**config.mk**
```make
export PLATFORM = sky130hd
export DESIGN_NAME = stake_weighted_proposer_select_flat
export DESIGN_NICKNAME = d
export VERILOG_FILES = /design/src/sv/swps_pkg.sv /design/src/sv/swps_if.sv /design/src/sv/swps_ctrl.sv /design/src/sv/swps_dp.sv /design/src/sv/stake_weighted_proposer_select.sv /design/src/flat_wrapper.sv
export SDC_FILE = /design/constraint.sdc
export NUM_CORES = 2
export LEC_CHECK = 0
export BUFFER_PORTS_ARGS = -buffer_cell sky130_fd_sc_hd__buf_4
export CAP_MARGIN = 20
export CORE_ASPECT_RATIO = 1.4
export CORE_UTILIZATION = 55
export DETAILED_ROUTE_END_ITERATION = 8
export PLACE_DENSITY = 0.77
export RECOVER_POWER = 50
export SLEW_MARGIN = 15
export SYNTH_ARGS = -nofsm -noshare
export SYNTH_HDL_FRONTEND = slang
export SYNTH_SLANG_ARGS = --single-unit
```
**constraint.sdc**
```tcl
create_clock -name clock -period 13.8 [get_ports clock]
set_input_delay 2.07 -clock clock [delete_from_list [all_inputs] [get_ports clock]]
set_output_delay 2.07 -clock clock [all_outputs]
set_load 0.1 [all_outputs]
```
**src/sv/swps_pkg.sv**
```systemverilog
`default_nettype none
package swps_pkg;

   // Set capacity and the widths derived from it
   localparam int MAX_VALIDATORS = 1024;
   localparam int POS_W          = $clog2(MAX_VALIDATORS + 1);
   localparam int SLOT_W         = $clog2(MAX_VALIDATORS);

   // Fixed field widths
   localparam int WORD_W    = 64;
   localparam int HALF_W    = 32;
   localparam int IDX_W     = 10;
   localparam int CSR_IDX_W = 2;

   // Hash finalizer constants
   localparam logic [WORD_W-1:0] FMIX_C1    = 64'hff51_afd7_ed55_8ccd;
   localparam logic [WORD_W-1:0] FMIX_C2    = 64'hc4ce_b9fe_1a85_ec53;
   localparam int                FMIX_SHIFT = 33;
   localparam logic [WORD_W-1:0] ALL_ONES   = {WORD_W{1'b1}};

   // Radix-2 divider: one quotient bit per cycle
   localparam int DIV_STEPS = WORD_W;
   localparam int STEP_W    = $clog2(DIV_STEPS);

   typedef enum logic [CSR_IDX_W-1:0] {
      CSR_PREV_HASH    = 2'd0,
      CSR_ROUND_HEIGHT = 2'd1
   } csr_index_type;

   // Partial products of the 64x64 low-half multiply
   typedef enum logic [1:0] {
      MUL_LL = 2'd0,
      MUL_HL = 2'd1,
      MUL_LH = 2'd2
   } mul_step_type;

   typedef struct packed {
      logic         take;       // input side ready
      logic         load;       // beat accepted, capture it
      logic         mul_en;
      mul_step_type mul_step;
      logic         const_sel;  // 0: first constant, 1: second
      logic         fix;        // h = acc ^ (acc >> 33)
      logic         div_step;
      logic         update;     // compare against running best
   } dp_cmd_type;

   typedef struct packed {
      logic last;
      logic rsp_busy;
   } dp_status_type;

endpackage
`default_nettype wire

```
**src/sv/swps_if.sv**
```systemverilog
`default_nettype none
interface swps_req_if;
   logic                       valid;
   logic                       ready;
   logic [swps_pkg::WORD_W-1:0] key_word;
   logic                       active;
   logic [swps_pkg::WORD_W-1:0] stake;
   logic                       last_validator;

   modport source (output valid, key_word, active, stake, last_validator, input ready);
   modport sink   (input valid, key_word, active, stake, last_validator, output ready);
endinterface

interface swps_rsp_if;
   logic                       valid;
   logic                       ready;
   logic                       found;
   logic [swps_pkg::IDX_W-1:0]  winner_index;
   logic [swps_pkg::WORD_W-1:0] winner_score;
   logic                       overflow;

   modport source (output valid, found, winner_index, winner_score, overflow, input ready);
   modport sink   (input valid, found, winner_index, winner_score, overflow, output ready);
endinterface
`default_nettype wire

```
**src/sv/swps_ctrl.sv**
```systemverilog
`default_nettype none
module swps_ctrl (
   input  wire logic                    clock,
   input  wire logic                    reset,
   input  wire logic                    req_valid,
   input  wire swps_pkg::dp_status_type status,
   output swps_pkg::dp_cmd_type         cmd
);

   typedef enum logic [4:0] {
      ST_IDLE   = 5'b00001,
      ST_MUL    = 5'b00010,
      ST_FIX    = 5'b00100,
      ST_DIVIDE = 5'b01000,
      ST_UPDATE = 5'b10000
   } state_type;

   state_type                   state_ff, state_in;
   logic [swps_pkg::STEP_W-1:0] step_ff, step_in;
   logic                        round_ff, round_in;

   always_comb begin
      state_in = state_ff;
      step_in  = step_ff;
      round_in = round_ff;
      cmd      = '0;
      cmd.mul_step  = swps_pkg::mul_step_type'(step_ff[1:0]);
      cmd.const_sel = round_ff;
      unique case (state_ff)
         ST_IDLE: begin
            cmd.take = 1'b1;
            if (req_valid) begin
               cmd.load = 1'b1;
               state_in = ST_MUL;
               step_in  = '0;
               round_in = 1'b0;
            end
         end
         ST_MUL: begin
            cmd.mul_en = 1'b1;
            if (step_ff == swps_pkg::STEP_W'(swps_pkg::MUL_LH)) begin
               state_in = ST_FIX;
            end else begin
               step_in = step_ff + 1'b1;
            end
         end
         ST_FIX: begin
            cmd.fix = 1'b1;
            step_in = '0;
            if (!round_ff) begin
               round_in = 1'b1;
               state_in = ST_MUL;
            end else begin
               state_in = ST_DIVIDE;
            end
         end
         ST_DIVIDE: begin
            cmd.div_step = 1'b1;
            if (step_ff == swps_pkg::STEP_W'(swps_pkg::DIV_STEPS - 1)) begin
               state_in = ST_UPDATE;
            end else begin
               step_in = step_ff + 1'b1;
            end
         end
         ST_UPDATE: begin
            // on a last beat, hold off while a previous result is still pending
            if (!(status.last && status.rsp_busy)) begin
               cmd.update = 1'b1;
               state_in   = ST_IDLE;
            end
         end
         default: begin
            state_in = ST_IDLE;
         end
      endcase
   end

   always_ff @(posedge clock) begin
      if (reset) begin
         state_ff <= ST_IDLE;
         step_ff  <= '0;
         round_ff <= 1'b0;
      end else begin
         state_ff <= state_in;
         step_ff  <= step_in;
         round_ff <= round_in;
      end
   end

`ifndef SYNTH
   a_no_result_overwrite: assert property (@(posedge clock) disable iff (reset)
      !(cmd.update && status.last && status.rsp_busy))
      else $error("result overwritten while pending");

   a_load_starts_hash: assert property (@(posedge clock) disable iff (reset)
      cmd.load |=> (state_ff == ST_MUL && step_ff == '0 && !round_ff))
      else $error("hash did not start after load");

   a_div_ends_in_update: assert property (@(posedge clock) disable iff (reset)
      (state_ff == ST_DIVIDE && step_ff == swps_pkg::STEP_W'(swps_pkg::DIV_STEPS - 1))
      |=> state_ff == ST_UPDATE)
      else $error("divide did not finish into update");

   a_mul_step_bound: assert property (@(posedge clock) disable iff (reset)
      state_ff == ST_MUL |-> step_ff <= swps_pkg::STEP_W'(swps_pkg::MUL_LH))
      else $error("multiply step out of range");
`endif

endmodule
`default_nettype wire

```
**src/sv/swps_dp.sv**
```systemverilog
`default_nettype none
module swps_dp (
   input  wire logic                              clock,
   input  wire logic                              reset,
   input  wire logic                              csr_wr_en,
   input  wire logic [swps_pkg::CSR_IDX_W-1:0]    csr_index,
   input  wire logic [swps_pkg::WORD_W-1:0]       csr_wdata,
   input  wire logic [swps_pkg::WORD_W-1:0]       key_word,
   input  wire logic                              active,
   input  wire logic [swps_pkg::WORD_W-1:0]       stake,
   input  wire logic                              last_validator,
   input  wire swps_pkg::dp_cmd_type              cmd,
   output swps_pkg::dp_status_type                status,
   swps_rsp_if.source                             rsp
);

   localparam int W = swps_pkg::WORD_W;
   localparam int H = swps_pkg::HALF_W;

   logic [W-1:0] prev_hash_ff, round_height_ff;
   logic [W-1:0] h_ff, h_in;
   logic [W-1:0] acc_ff, acc_in;
   logic [W-1:0] rem_ff, rem_in;
   logic [W-1:0] stake_ff;
   logic         excl_ff, last_ff;

   logic [W-1:0]                 best_score_ff, best_score_in;
   logic [swps_pkg::SLOT_W-1:0]  best_pos_ff, best_pos_in;
   logic                         best_valid_ff, best_valid_in;
   logic [swps_pkg::POS_W-1:0]   item_pos_ff, item_pos_in;
   logic                         overflow_ff, overflow_in;

   logic                         rsp_valid_ff, rsp_valid_in;
   logic                         rsp_found_ff;
   logic [swps_pkg::IDX_W-1:0]   rsp_index_ff;
   logic [W-1:0]                 rsp_score_ff;
   logic                         rsp_overflow_ff;

   logic [W-1:0] mix0, fixed, mul_k;
   logic [H-1:0] op_a, op_b;
   logic [W-1:0] prod;
   logic [W:0]   trial;
   logic [W-1:0] score;
   logic         beyond;
   logic [swps_pkg::SLOT_W-1:0] slot;
   logic         better;

   // config registers
   always_ff @(posedge clock) begin
      if (reset) begin
         prev_hash_ff    <= '0;
         round_height_ff <= '0;
      end else if (csr_wr_en) begin
         unique case (csr_index)
            swps_pkg::CSR_PREV_HASH:    prev_hash_ff    <= csr_wdata;
            swps_pkg::CSR_ROUND_HEIGHT: round_height_ff <= csr_wdata;
            default: ;
         endcase
      end
   end

   // shared 32x32 multiplier over three partial products
   always_comb begin
      mix0  = key_word ^ prev_hash_ff ^ round_height_ff;
      mul_k = cmd.const_sel ? swps_pkg::FMIX_C2 : swps_pkg::FMIX_C1;
      op_a  = h_ff[H-1:0];
      op_b  = mul_k[H-1:0];
      case (cmd.mul_step)
         swps_pkg::MUL_HL: op_a = h_ff[W-1:H];
         swps_pkg::MUL_LH: op_b = mul_k[W-1:H];
         default: ;
      endcase
      prod  = W'(op_a) * W'(op_b);
      fixed = acc_ff ^ (acc_ff >> swps_pkg::FMIX_SHIFT);
      trial = {rem_ff, h_ff[W-1]} - {1'b0, stake_ff};
   end

   always_comb begin
      h_in   = h_ff;
      acc_in = acc_ff;
      rem_in = rem_ff;
      if (cmd.load) begin
         h_in   = mix0 ^ (mix0 >> swps_pkg::FMIX_SHIFT);
         rem_in = '0;
      end
      if (cmd.mul_en) begin
         acc_in = (cmd.mul_step == swps_pkg::MUL_LL) ? prod
                                                     : acc_ff + {prod[H-1:0], {H{1'b0}}};
      end
      if (cmd.fix) begin
         h_in = fixed;
      end
      if (cmd.div_step) begin
         if (!trial[W]) begin
            rem_in = trial[W-1:0];
            h_in   = {h_ff[W-2:0], 1'b1};
         end else begin
            rem_in = {rem_ff[W-2:0], h_ff[W-1]};
            h_in   = {h_ff[W-2:0], 1'b0};
         end
      end
   end

   always_ff @(posedge clock) begin
      h_ff   <= h_in;
      acc_ff <= acc_in;
      rem_ff <= rem_in;
      if (cmd.load) begin
         stake_ff <= stake;
         excl_ff  <= !active || (stake == '0);
         last_ff  <= last_validator;
      end
   end

   // scoring, running minimum, result
   always_comb begin
      score  = excl_ff ? swps_pkg::ALL_ONES : ((h_ff == '0) ? W'(1) : h_ff);
      beyond = item_pos_ff >= swps_pkg::POS_W'(swps_pkg::MAX_VALIDATORS);
      slot   = beyond ? swps_pkg::SLOT_W'(swps_pkg::MAX_VALIDATORS - 1)
                      : item_pos_ff[swps_pkg::SLOT_W-1:0];
      better = score < best_score_ff;

      best_score_in = best_score_ff;
      best_pos_in   = best_pos_ff;
      best_valid_in = best_valid_ff;
      item_pos_in   = item_pos_ff;
      overflow_in   = overflow_ff;
      rsp_valid_in  = rsp_valid_ff && !rsp.ready;

      if (cmd.update) begin
         overflow_in = overflow_ff || beyond;
         item_pos_in = beyond ? item_pos_ff : item_pos_ff + 1'b1;
         if (better) begin
            best_score_in = score;
            best_pos_in   = slot;
            best_valid_in = 1'b1;
         end
         if (last_ff) begin
            rsp_valid_in  = 1'b1;
         end
      end
   end

   always_ff @(posedge clock) begin
      if (reset) begin
         best_score_ff <= swps_pkg::ALL_ONES;
         best_pos_ff   <= '0;
         best_valid_ff <= 1'b0;
         item_pos_ff   <= '0;
         overflow_ff   <= 1'b0;
         rsp_valid_ff  <= 1'b0;
      end else begin
         rsp_valid_ff <= rsp_valid_in;
         if (cmd.update && last_ff) begin
            best_score_ff <= swps_pkg::ALL_ONES;
            best_pos_ff   <= '0;
            best_valid_ff <= 1'b0;
            item_pos_ff   <= '0;
            overflow_ff   <= 1'b0;
         end else begin
            best_score_ff <= best_score_in;
            best_pos_ff   <= best_pos_in;
            best_valid_ff <= best_valid_in;
            item_pos_ff   <= item_pos_in;
            overflow_ff   <= overflow_in;
         end
      end
   end

   always_ff @(posedge clock) begin
      if (cmd.update && last_ff) begin
         rsp_found_ff    <= best_valid_in;
         rsp_index_ff    <= best_valid_in ? swps_pkg::IDX_W'(best_pos_in) : '0;
         rsp_score_ff    <= best_valid_in ? best_score_in : swps_pkg::ALL_ONES;
         rsp_overflow_ff <= overflow_in;
      end
   end

   assign rsp.valid        = rsp_valid_ff;
   assign rsp.found        = rsp_found_ff;
   assign rsp.winner_index = rsp_index_ff;
   assign rsp.winner_score = rsp_score_ff;
   assign rsp.overflow     = rsp_overflow_ff;

   assign status.last     = last_ff;
   assign status.rsp_busy = rsp_valid_ff && !rsp.ready;

endmodule
`default_nettype wire

```
**src/sv/stake_weighted_proposer_select.sv**
```systemverilog
// Stake-weighted proposer selection. Feed one validator per req beat (key word,
// active, stake, last marker); each is scored as fmix64(key ^ prev_hash ^ height)
// divided by stake (a zero quotient counts as 1; inactive or zero-stake scores
// all-ones), and the lowest score wins, earliest position on ties. The beat
// marked last produces one rsp beat (found, winner_index, winner_score,
// overflow) and starts a fresh set. One item occupies the block from accept to
// the next ready, so no new beat is taken until it is done: an accept step, the
// two hash multiplies (three 32x32 partial products each on a shared multiplier
// plus a mix step), the radix-2 divider (one quotient bit per cycle) and a
// compare/update step. A result sits in an output register; the next set
// keeps streaming in while it waits, and only the next last beat's update
// stalls until it is taken. Positions past capacity are clamped to the final
// slot and flag overflow. CSR writes (prev_hash_word at index 0, round_height
// at 1) must only happen while the block is idle.
`default_nettype none
module stake_weighted_proposer_select (
   input  wire logic                           clock,
   input  wire logic                           reset,
   swps_req_if.sink                            req,
   swps_rsp_if.source                          rsp,
   input  wire logic                           csr_wr_en,
   input  wire logic [swps_pkg::CSR_IDX_W-1:0] csr_index,
   input  wire logic [swps_pkg::WORD_W-1:0]    csr_wdata
);

   swps_pkg::dp_cmd_type    cmd;
   swps_pkg::dp_status_type status;

   // sequencer: accept, hash, divide, update
   swps_ctrl u_ctrl (
      .clock     (clock),
      .reset     (reset),
      .req_valid (req.valid),
      .status    (status),
      .cmd       (cmd)
   );

   // ready only while the sequencer waits for a beat
   assign req.ready = cmd.take;

   // hash, divider, running minimum and result register
   swps_dp u_dp (
      .clock          (clock),
      .reset          (reset),
      .csr_wr_en      (csr_wr_en),
      .csr_index      (csr_index),
      .csr_wdata      (csr_wdata),
      .key_word       (req.key_word),
      .active         (req.active),
      .stake          (req.stake),
      .last_validator (req.last_validator),
      .cmd            (cmd),
      .status         (status),
      .rsp            (rsp)
   );

endmodule
`default_nettype wire

```
**src/flat_wrapper.sv**
```systemverilog
// flat-port wrapper written by rule: the top's interface ports become plain ports
module stake_weighted_proposer_select_flat 
  (clock, reset, csr_wr_en, csr_index, csr_wdata, req_valid, req_key_word, req_active, req_stake, req_last_validator, req_ready, rsp_valid, rsp_found, rsp_winner_index, rsp_winner_score, rsp_overflow, rsp_ready);
  swps_req_if req_i ();
  swps_rsp_if rsp_i ();
  input  wire logic clock;
  input  wire logic reset;
  input  wire logic csr_wr_en;
  input  wire logic [swps_pkg::CSR_IDX_W-1:0] csr_index;
  input  wire logic [swps_pkg::WORD_W-1:0] csr_wdata;
  input wire logic [$bits(req_i.valid)-1:0] req_valid;
  input wire logic [$bits(req_i.key_word)-1:0] req_key_word;
  input wire logic [$bits(req_i.active)-1:0] req_active;
  input wire logic [$bits(req_i.stake)-1:0] req_stake;
  input wire logic [$bits(req_i.last_validator)-1:0] req_last_validator;
  output wire logic [$bits(req_i.ready)-1:0] req_ready;
  output wire logic [$bits(rsp_i.valid)-1:0] rsp_valid;
  output wire logic [$bits(rsp_i.found)-1:0] rsp_found;
  output wire logic [$bits(rsp_i.winner_index)-1:0] rsp_winner_index;
  output wire logic [$bits(rsp_i.winner_score)-1:0] rsp_winner_score;
  output wire logic [$bits(rsp_i.overflow)-1:0] rsp_overflow;
  input wire logic [$bits(rsp_i.ready)-1:0] rsp_ready;
  assign req_i.valid = req_valid;
  assign req_i.key_word = req_key_word;
  assign req_i.active = req_active;
  assign req_i.stake = req_stake;
  assign req_i.last_validator = req_last_validator;
  assign req_ready = req_i.ready;
  assign rsp_valid = rsp_i.valid;
  assign rsp_found = rsp_i.found;
  assign rsp_winner_index = rsp_i.winner_index;
  assign rsp_winner_score = rsp_i.winner_score;
  assign rsp_overflow = rsp_i.overflow;
  assign rsp_i.ready = rsp_ready;
  stake_weighted_proposer_select u_core (.clock(clock), .reset(reset), .req(req_i), .rsp(rsp_i), .csr_wr_en(csr_wr_en), .csr_index(csr_index), .csr_wdata(csr_wdata));
endmodule
```
## After elaboration in Yosys (flattened, before gate mapping)

Cells that the tools add are included.
W data, S select, Z words.

- Flip-flop bits (word level): 562
- Input bits: 201
- Output and inout bits: 78
- Word-level logic and storage cells: 113

- $add $sub $neg: 4
- Multipliers: 1
- Order comparisons: 2
- Equality and inequality tests: 16
- Muxes and demuxes: 42
- Bitwise operators: 5
- Reductions and logical operators: 22

Operators with widths:

| cell | count |
|---|---|
| $mux W64 | 11 |
| $logic_not A64 Y1 | 2 |
| $xor A64 B31 Y64 | 2 |
| $xor A64 B64 Y64 | 2 |
| $sub A65 B64 Y65 | 1 |
| $add A64 B64 Y64 | 1 |
| $lt A64 B64 Y1 | 1 |
| $mul A32 B32 Y64 | 1 |
| $mux W32 | 2 |
| $mux W62 | 1 |
| $mux W10 | 3 |
| $pmux W5 S5 | 1 |
| $pmux W6 S4 | 1 |
| $mux W5 | 4 |
| $mux W6 | 3 |
| $mux W1 | 13 |
| $ne A2 B2 Y1 const B | 6 |
| $add A11 B1 Y11 const B | 1 |
| $ge A11 B11 Y1 const B | 1 |
| $reduce_and A2 Y1 | 4 |
| $reduce_and A4 Y1 | 2 |
| $add A6 B1 Y6 const B | 1 |
| $eq A6 B2 Y1 const B | 1 |
| $eq A6 B6 Y1 const B | 1 |
| 19 further kinds | 26 |

## Depth between registers and ports, before layout

- Depth after elaboration: 7
- Mapped depth: 42
- Depth with buffers taken out: 39

## Modules after synthesis

Synthesis repeated with hierarchy kept, for this count alone.

- Cell total of the unflattened synthesis: 6300
- Area total of the unflattened synthesis: 60436.7 µm²

By module, submodules not included:

| module | instances | cells an instance | area each (µm²) | seq. area each (µm²) |
|---|---|---|---|---|
| swps_dp | 1 | 6205 | 59637.2 | 14353.8 |
| swps_ctrl | 1 | 95 | 799.5 | 240.2 |

## Worst setup path before layout

Ideal clock, no wire load.

- Kind: register to register
- Start: register u_core.u_ctrl.step_ff[1] (netlist bit)
- End: register u_core.u_dp.acc_ff[62] (data pin)
- Setup time: 0.268 ns
- Data arrival time: 9.588 ns
- Data required time: 13.532 ns
- Setup slack: 3.944 ns
- Stages on the path, launching flop included: 41
- Buffers on the path: 4
- Clock period less this slack: 9.856 ns
- Cells stage by stage: dfxtp_1 inv_1 ha_1 clkbuf_1 buf_1 buf_1 mux2_2 inv_2 nor2_1 fa_1 inv_1 fa_1 inv_1 fa_1 inv_1 fa_1 inv_1 fa_1 [5 not listed] ha_1 buf_2 a21oi_1 inv_1 a21oi_1 a21boi_0 xnor2_1 ha_1 nand4_1 or2_2 o22ai_1 or3_1 o221ai_1 a211o_1 o21a_1 o21ai_0 xnor2_1 mux2i_1

- Cells in the longest elaborated chain, start to end: 5
- Elaborated cells on any way between the ends: 8
- Classes of those cells: add/sub (1); mul (1); eq/ne (2); mux (3); reduce/logical (1)

Ends and longest elaborated chain:

| element | line | source |
|---|---|---|
| from (decl) | swps_ctrl.sv:19 | `logic [swps_pkg::STEP_W-1:0] step_ff, step_in;` |
| from (signal assigned) | swps_ctrl.sv:85 | `step_ff <= step_in;` |
| $eq A2 B1 Y1 / $eq A2 B2 Y1 (equally long branches) | swps_dp.sv:68 | `case (cmd.mul_step)` |
| $mux W32 | swps_dp.sv:68 |  |
| $mul A32 B32 Y64 | swps_dp.sv:73 | `prod = W'(op_a) * W'(op_b);` |
| $add A64 B64 Y64 | swps_dp.sv:88 | `: acc_ff + {prod[H-1:0], {H{1'b0}}};` |
| $mux W64 * | swps_dp.sv:87 | `acc_in = (cmd.mul_step == swps_pkg::MUL_LL) ? prod` |
| to (signal assigned) | swps_dp.sv:106 | `acc_ff <= acc_in;` |
| to (decl) | swps_dp.sv:22 | `logic [W-1:0] acc_ff, acc_in;` |

Mark *: on every way between the ends. The rest lies on a longest branch, timed or not.
A chain may end at the register's enable or synchronous reset.

## Worst setup path in the final report

Ends and elaborated chain as after synthesis.

==> impl_metrics.env <==
export IMPL_cts_resized_gates=0
export IMPL_crit_path_start_kind="register"
export IMPL_finalHoldViolations=0
export IMPL_grt_ovfl_total=0
export IMPL_synth_top_cell_area_share_pct=28.6
export IMPL_ys_types=83
export IMPL_fin_crit_ns=11.37
export IMPL_syn_inst=6298
export IMPL_clk_pin_slew_ns=0.07
export IMPL_wl_per_cell_um=26.5
export IMPL_status="complete, but fails checks"
export IMPL_critPathKind="reg -> reg"
export IMPL_drive_gt1_share_pct=7.45
export IMPL_avgSynthCellArea_um2=9.60
export IMPL_yosysSeqAreaShare_pct=24.1
export IMPL_fin_skew_ns=0.0333
export IMPL_hpwl_um=170000
export IMPL_io_pins=279
export IMPL_area_growth_pct=8.34
export IMPL_track_usage_pct=38.5
export IMPL_synth_warnings=0
export IMPL_max_freq_ghz=0.0880
export IMPL_layout_cells_non_filler=7962
export IMPL_clock_sinks=562
export IMPL_synth_edf_count=334
export IMPL_max_stage_delay_ns=0.77
export IMPL_grt_antenna_before_repair=14
export IMPL_period_share_pct=82.4
export IMPL_final_util_pct=60.2
export IMPL_synth_area_leaders="fa_1, edfxtp_1, ha_1, dfxtp_1, inv_1"
export IMPL_final_common_cell="inv_1"
export IMPL_synthArstFlopShare_pct=0
export IMPL_cts_tree="yes"
export IMPL_routed_via_count=46969
export IMPL_drt_iter0_drc=4164
export IMPL_cap_violations=10
export IMPL_gp_congestion=1.09
export IMPL_fin_area_um2=65500
export IMPL_drtPass1Iterations=6
export IMPL_clock_latency_ns=0.64
export IMPL_cts_setup_buffers=0
export IMPL_vias_per_cell=5.90
export IMPL_synth_area_um2=60500
export IMPL_clockBufferDepth=3
export IMPL_slew_violations=556
export IMPL_finalSetupViolations=0
export IMPL_ys_flop_type="edfxtp_1"
export IMPL_finalSetupTns_ns=0
export IMPL_initial_core_util_pct=55.6
export IMPL_num_fill_cells=9463
export IMPL_final_cell_mix="inv_1, fa_1, nand2_1, ha_1, nor2_1"
export IMPL_syn_nets=7824
export IMPL_final_antenna_net_count=0
export IMPL_cp_max_fo=17
export IMPL_grt_max_degree=192
export IMPL_cpMaxStageDelayCell="ha_1"
export IMPL_slew_headroom_pct=-161
export IMPL_synth_top_cell_by_area="fa_1"
export IMPL_tightest_slew_ns=3.91
export IMPL_dp_cells=7858
export IMPL_core_area_um2=109000
export IMPL_min_path_type="reg -> reg"
export IMPL_dieArea_um2=111000
export IMPL_clock_root_buffer="clkbuf_16"
export IMPL_worst_ep_arrival_time_ns=11.70
export IMPL_cts_max_level=2
export IMPL_die_y_um=394
export IMPL_violations="capacitance limit, slew limit"
export IMPL_drc=0
export IMPL_synth_seq_cells=562
export IMPL_totalWireLength_um=211000
export IMPL_numCtsBuffers=51
export IMPL_grt_pass1_wl_um=309000
export IMPL_num_nets_final=7990
export IMPL_rsz0062_at_grt="false"
export IMPL_cts_hold_repair_buffers=0
export IMPL_num_rows=143
export IMPL_portBuffers=278
export IMPL_grt_pass1_vias=48195
export IMPL_cp_required_ns=14.13
export IMPL_end_kind="register"
export IMPL_post_dp_cell_area_um2=63900
export IMPL_die_w_um=282
-- path summary, 6_finish.rpt --
check                           cells past startpoint                           end                          from  slack (ns)
worst max-delay path                               36        u_core.u_dp.acc_ff[62]      u_core.u_ctrl.step_ff[1]        2.43
worst min-delay path                                2  u_core.u_dp.prev_hash_ff[26]  u_core.u_dp.prev_hash_ff[26]        0.47
worst max register to register                     36        u_core.u_dp.acc_ff[62]      u_core.u_ctrl.step_ff[1]        2.43
worst min register to register                      2  u_core.u_dp.prev_hash_ff[26]  u_core.u_dp.prev_hash_ff[26]        0.47
-- final cells by class --
cell class,count,area [um^2],share of cell area (%)
Clock buffer,65,1460,2.23
Timing Repair Buffer,346,2330,3.55
Tap cell,1450,1810,2.77
Clock inverter,31,387,0.590
Inverter,1116,4190,6.39
Antenna cell,5,12.5,0.0191
Multi-Input combinational cell,4387,40700,62.2
Sequential cell,562,14600,22.3
-- flip-flops by register name (all words and copies together), names as in the netlist --
signal / flops
u_core.u_dp.rsp.winner_index: 10
u_core.u_dp.best_pos_ff: 10
u_core.u_dp.rem_ff: 64
u_core.u_dp.last_ff: 1
u_core.u_dp.excl_ff: 1
u_core.u_ctrl.step_ff: 6
u_core.u_ctrl.state_ff: 5
u_core.u_dp.rsp.overflow: 1
u_core.u_ctrl.round_ff: 1
u_core.u_dp.stake_ff: 64
u_core.u_dp.rsp.found: 1
u_core.u_dp.rsp.winner_score: 64
u_core.u_dp.prev_hash_ff: 64
u_core.u_dp.item_pos_ff: 11
u_core.u_dp.round_height_ff: 64
u_core.u_dp.best_score_ff: 64
u_core.u_dp.h_ff: 64
u_core.u_dp.rsp.valid: 1
u_core.u_dp.overflow_ff: 1
u_core.u_dp.acc_ff: 64
u_core.u_dp.best_valid_ff: 1
-- layer usage --
metal	track usage, %	wire length (um)
met3	7.89	17000
met1	41.4	69300
met4	34.3	23900
met2	63.5	101000
met5	0	87
-- kinds of logic (layout without fill, tap and decap cells) --
logic type | Yosys count | in the layout | share of synthesized area [%]
AO/OA/AOI/OAI | 967 | 967 | 9.95
adder cells (fa/ha/maj) | 1325 | 1325 | 38.1
multiplexers | 142 | 142 | 2.38
XOR/XNOR | 357 | 357 | 5.20
other | 1 | 6 | 0.00620
AND/OR/NAND/NOR | 1595 | 1595 | 11.6
flip-flops | 562 | 562 | 24.1
buffers and inverters | 1349 | 1558 | 8.61
-- cells in the mapped netlist (9+ instances only) --
| master | count |
|---|---|
| a211oi_1 | 12 |
| a21o_1 | 129 |
| a21oi_1 | 405 |
| a31oi_1 | 55 |
| and2_1 | 46 |
| and3_1 | 21 |
| buf_1 | 14 |
| buf_2 | 28 |
| buf_4 | 11 |
| buf_6 | 9 |
| clkbuf_1 | 170 |
| clkinv_1 | 10 |
| dfxtp_1 | 228 |
| edfxtp_1 | 334 |
| fa_1 | 863 |
| ha_1 | 462 |
| inv_1 | 1102 |
| mux2_2 | 15 |
| mux2i_1 | 127 |
| nand2_1 | 714 |
| nand2b_1 | 55 |
| nand3_1 | 36 |
| nand4_1 | 57 |
| nor2_1 | 439 |
| nor2b_1 | 23 |
| nor3_1 | 56 |
| nor4_1 | 43 |
| o211ai_1 | 13 |
| o21a_1 | 16 |
| o21ai_0 | 154 |
| o21bai_1 | 24 |
| o22a_1 | 64 |
| or2_2 | 74 |
| or3_1 | 11 |
| xnor2_1 | 260 |
| xor2_1 | 96 |
-- per-stage QoR --
step	setup slack, ns	hold slack, ns
finish	2.43	0.467
global route	1.90	0.484
CTS	2.55	0.468
detailed placement	2.58	0.459
global placement	2.85	0.453
floorplan	3.94	0.448
-- worst max-delay path: cells and delay by family, from the launching register on --
kind	cells	cell delay, ns
compound gates	8	1.65
xor+xnor	2	0.30
fa+ha+maj	11	5.62
buf+inv	9	1.44
flops	1	0.37
mux	2	0.83
simple gates	4	0.83
Power is left out: the tool's default activity adds up to more than one toggle a clock period on the data nets, which glitch-free logic cannot reach.
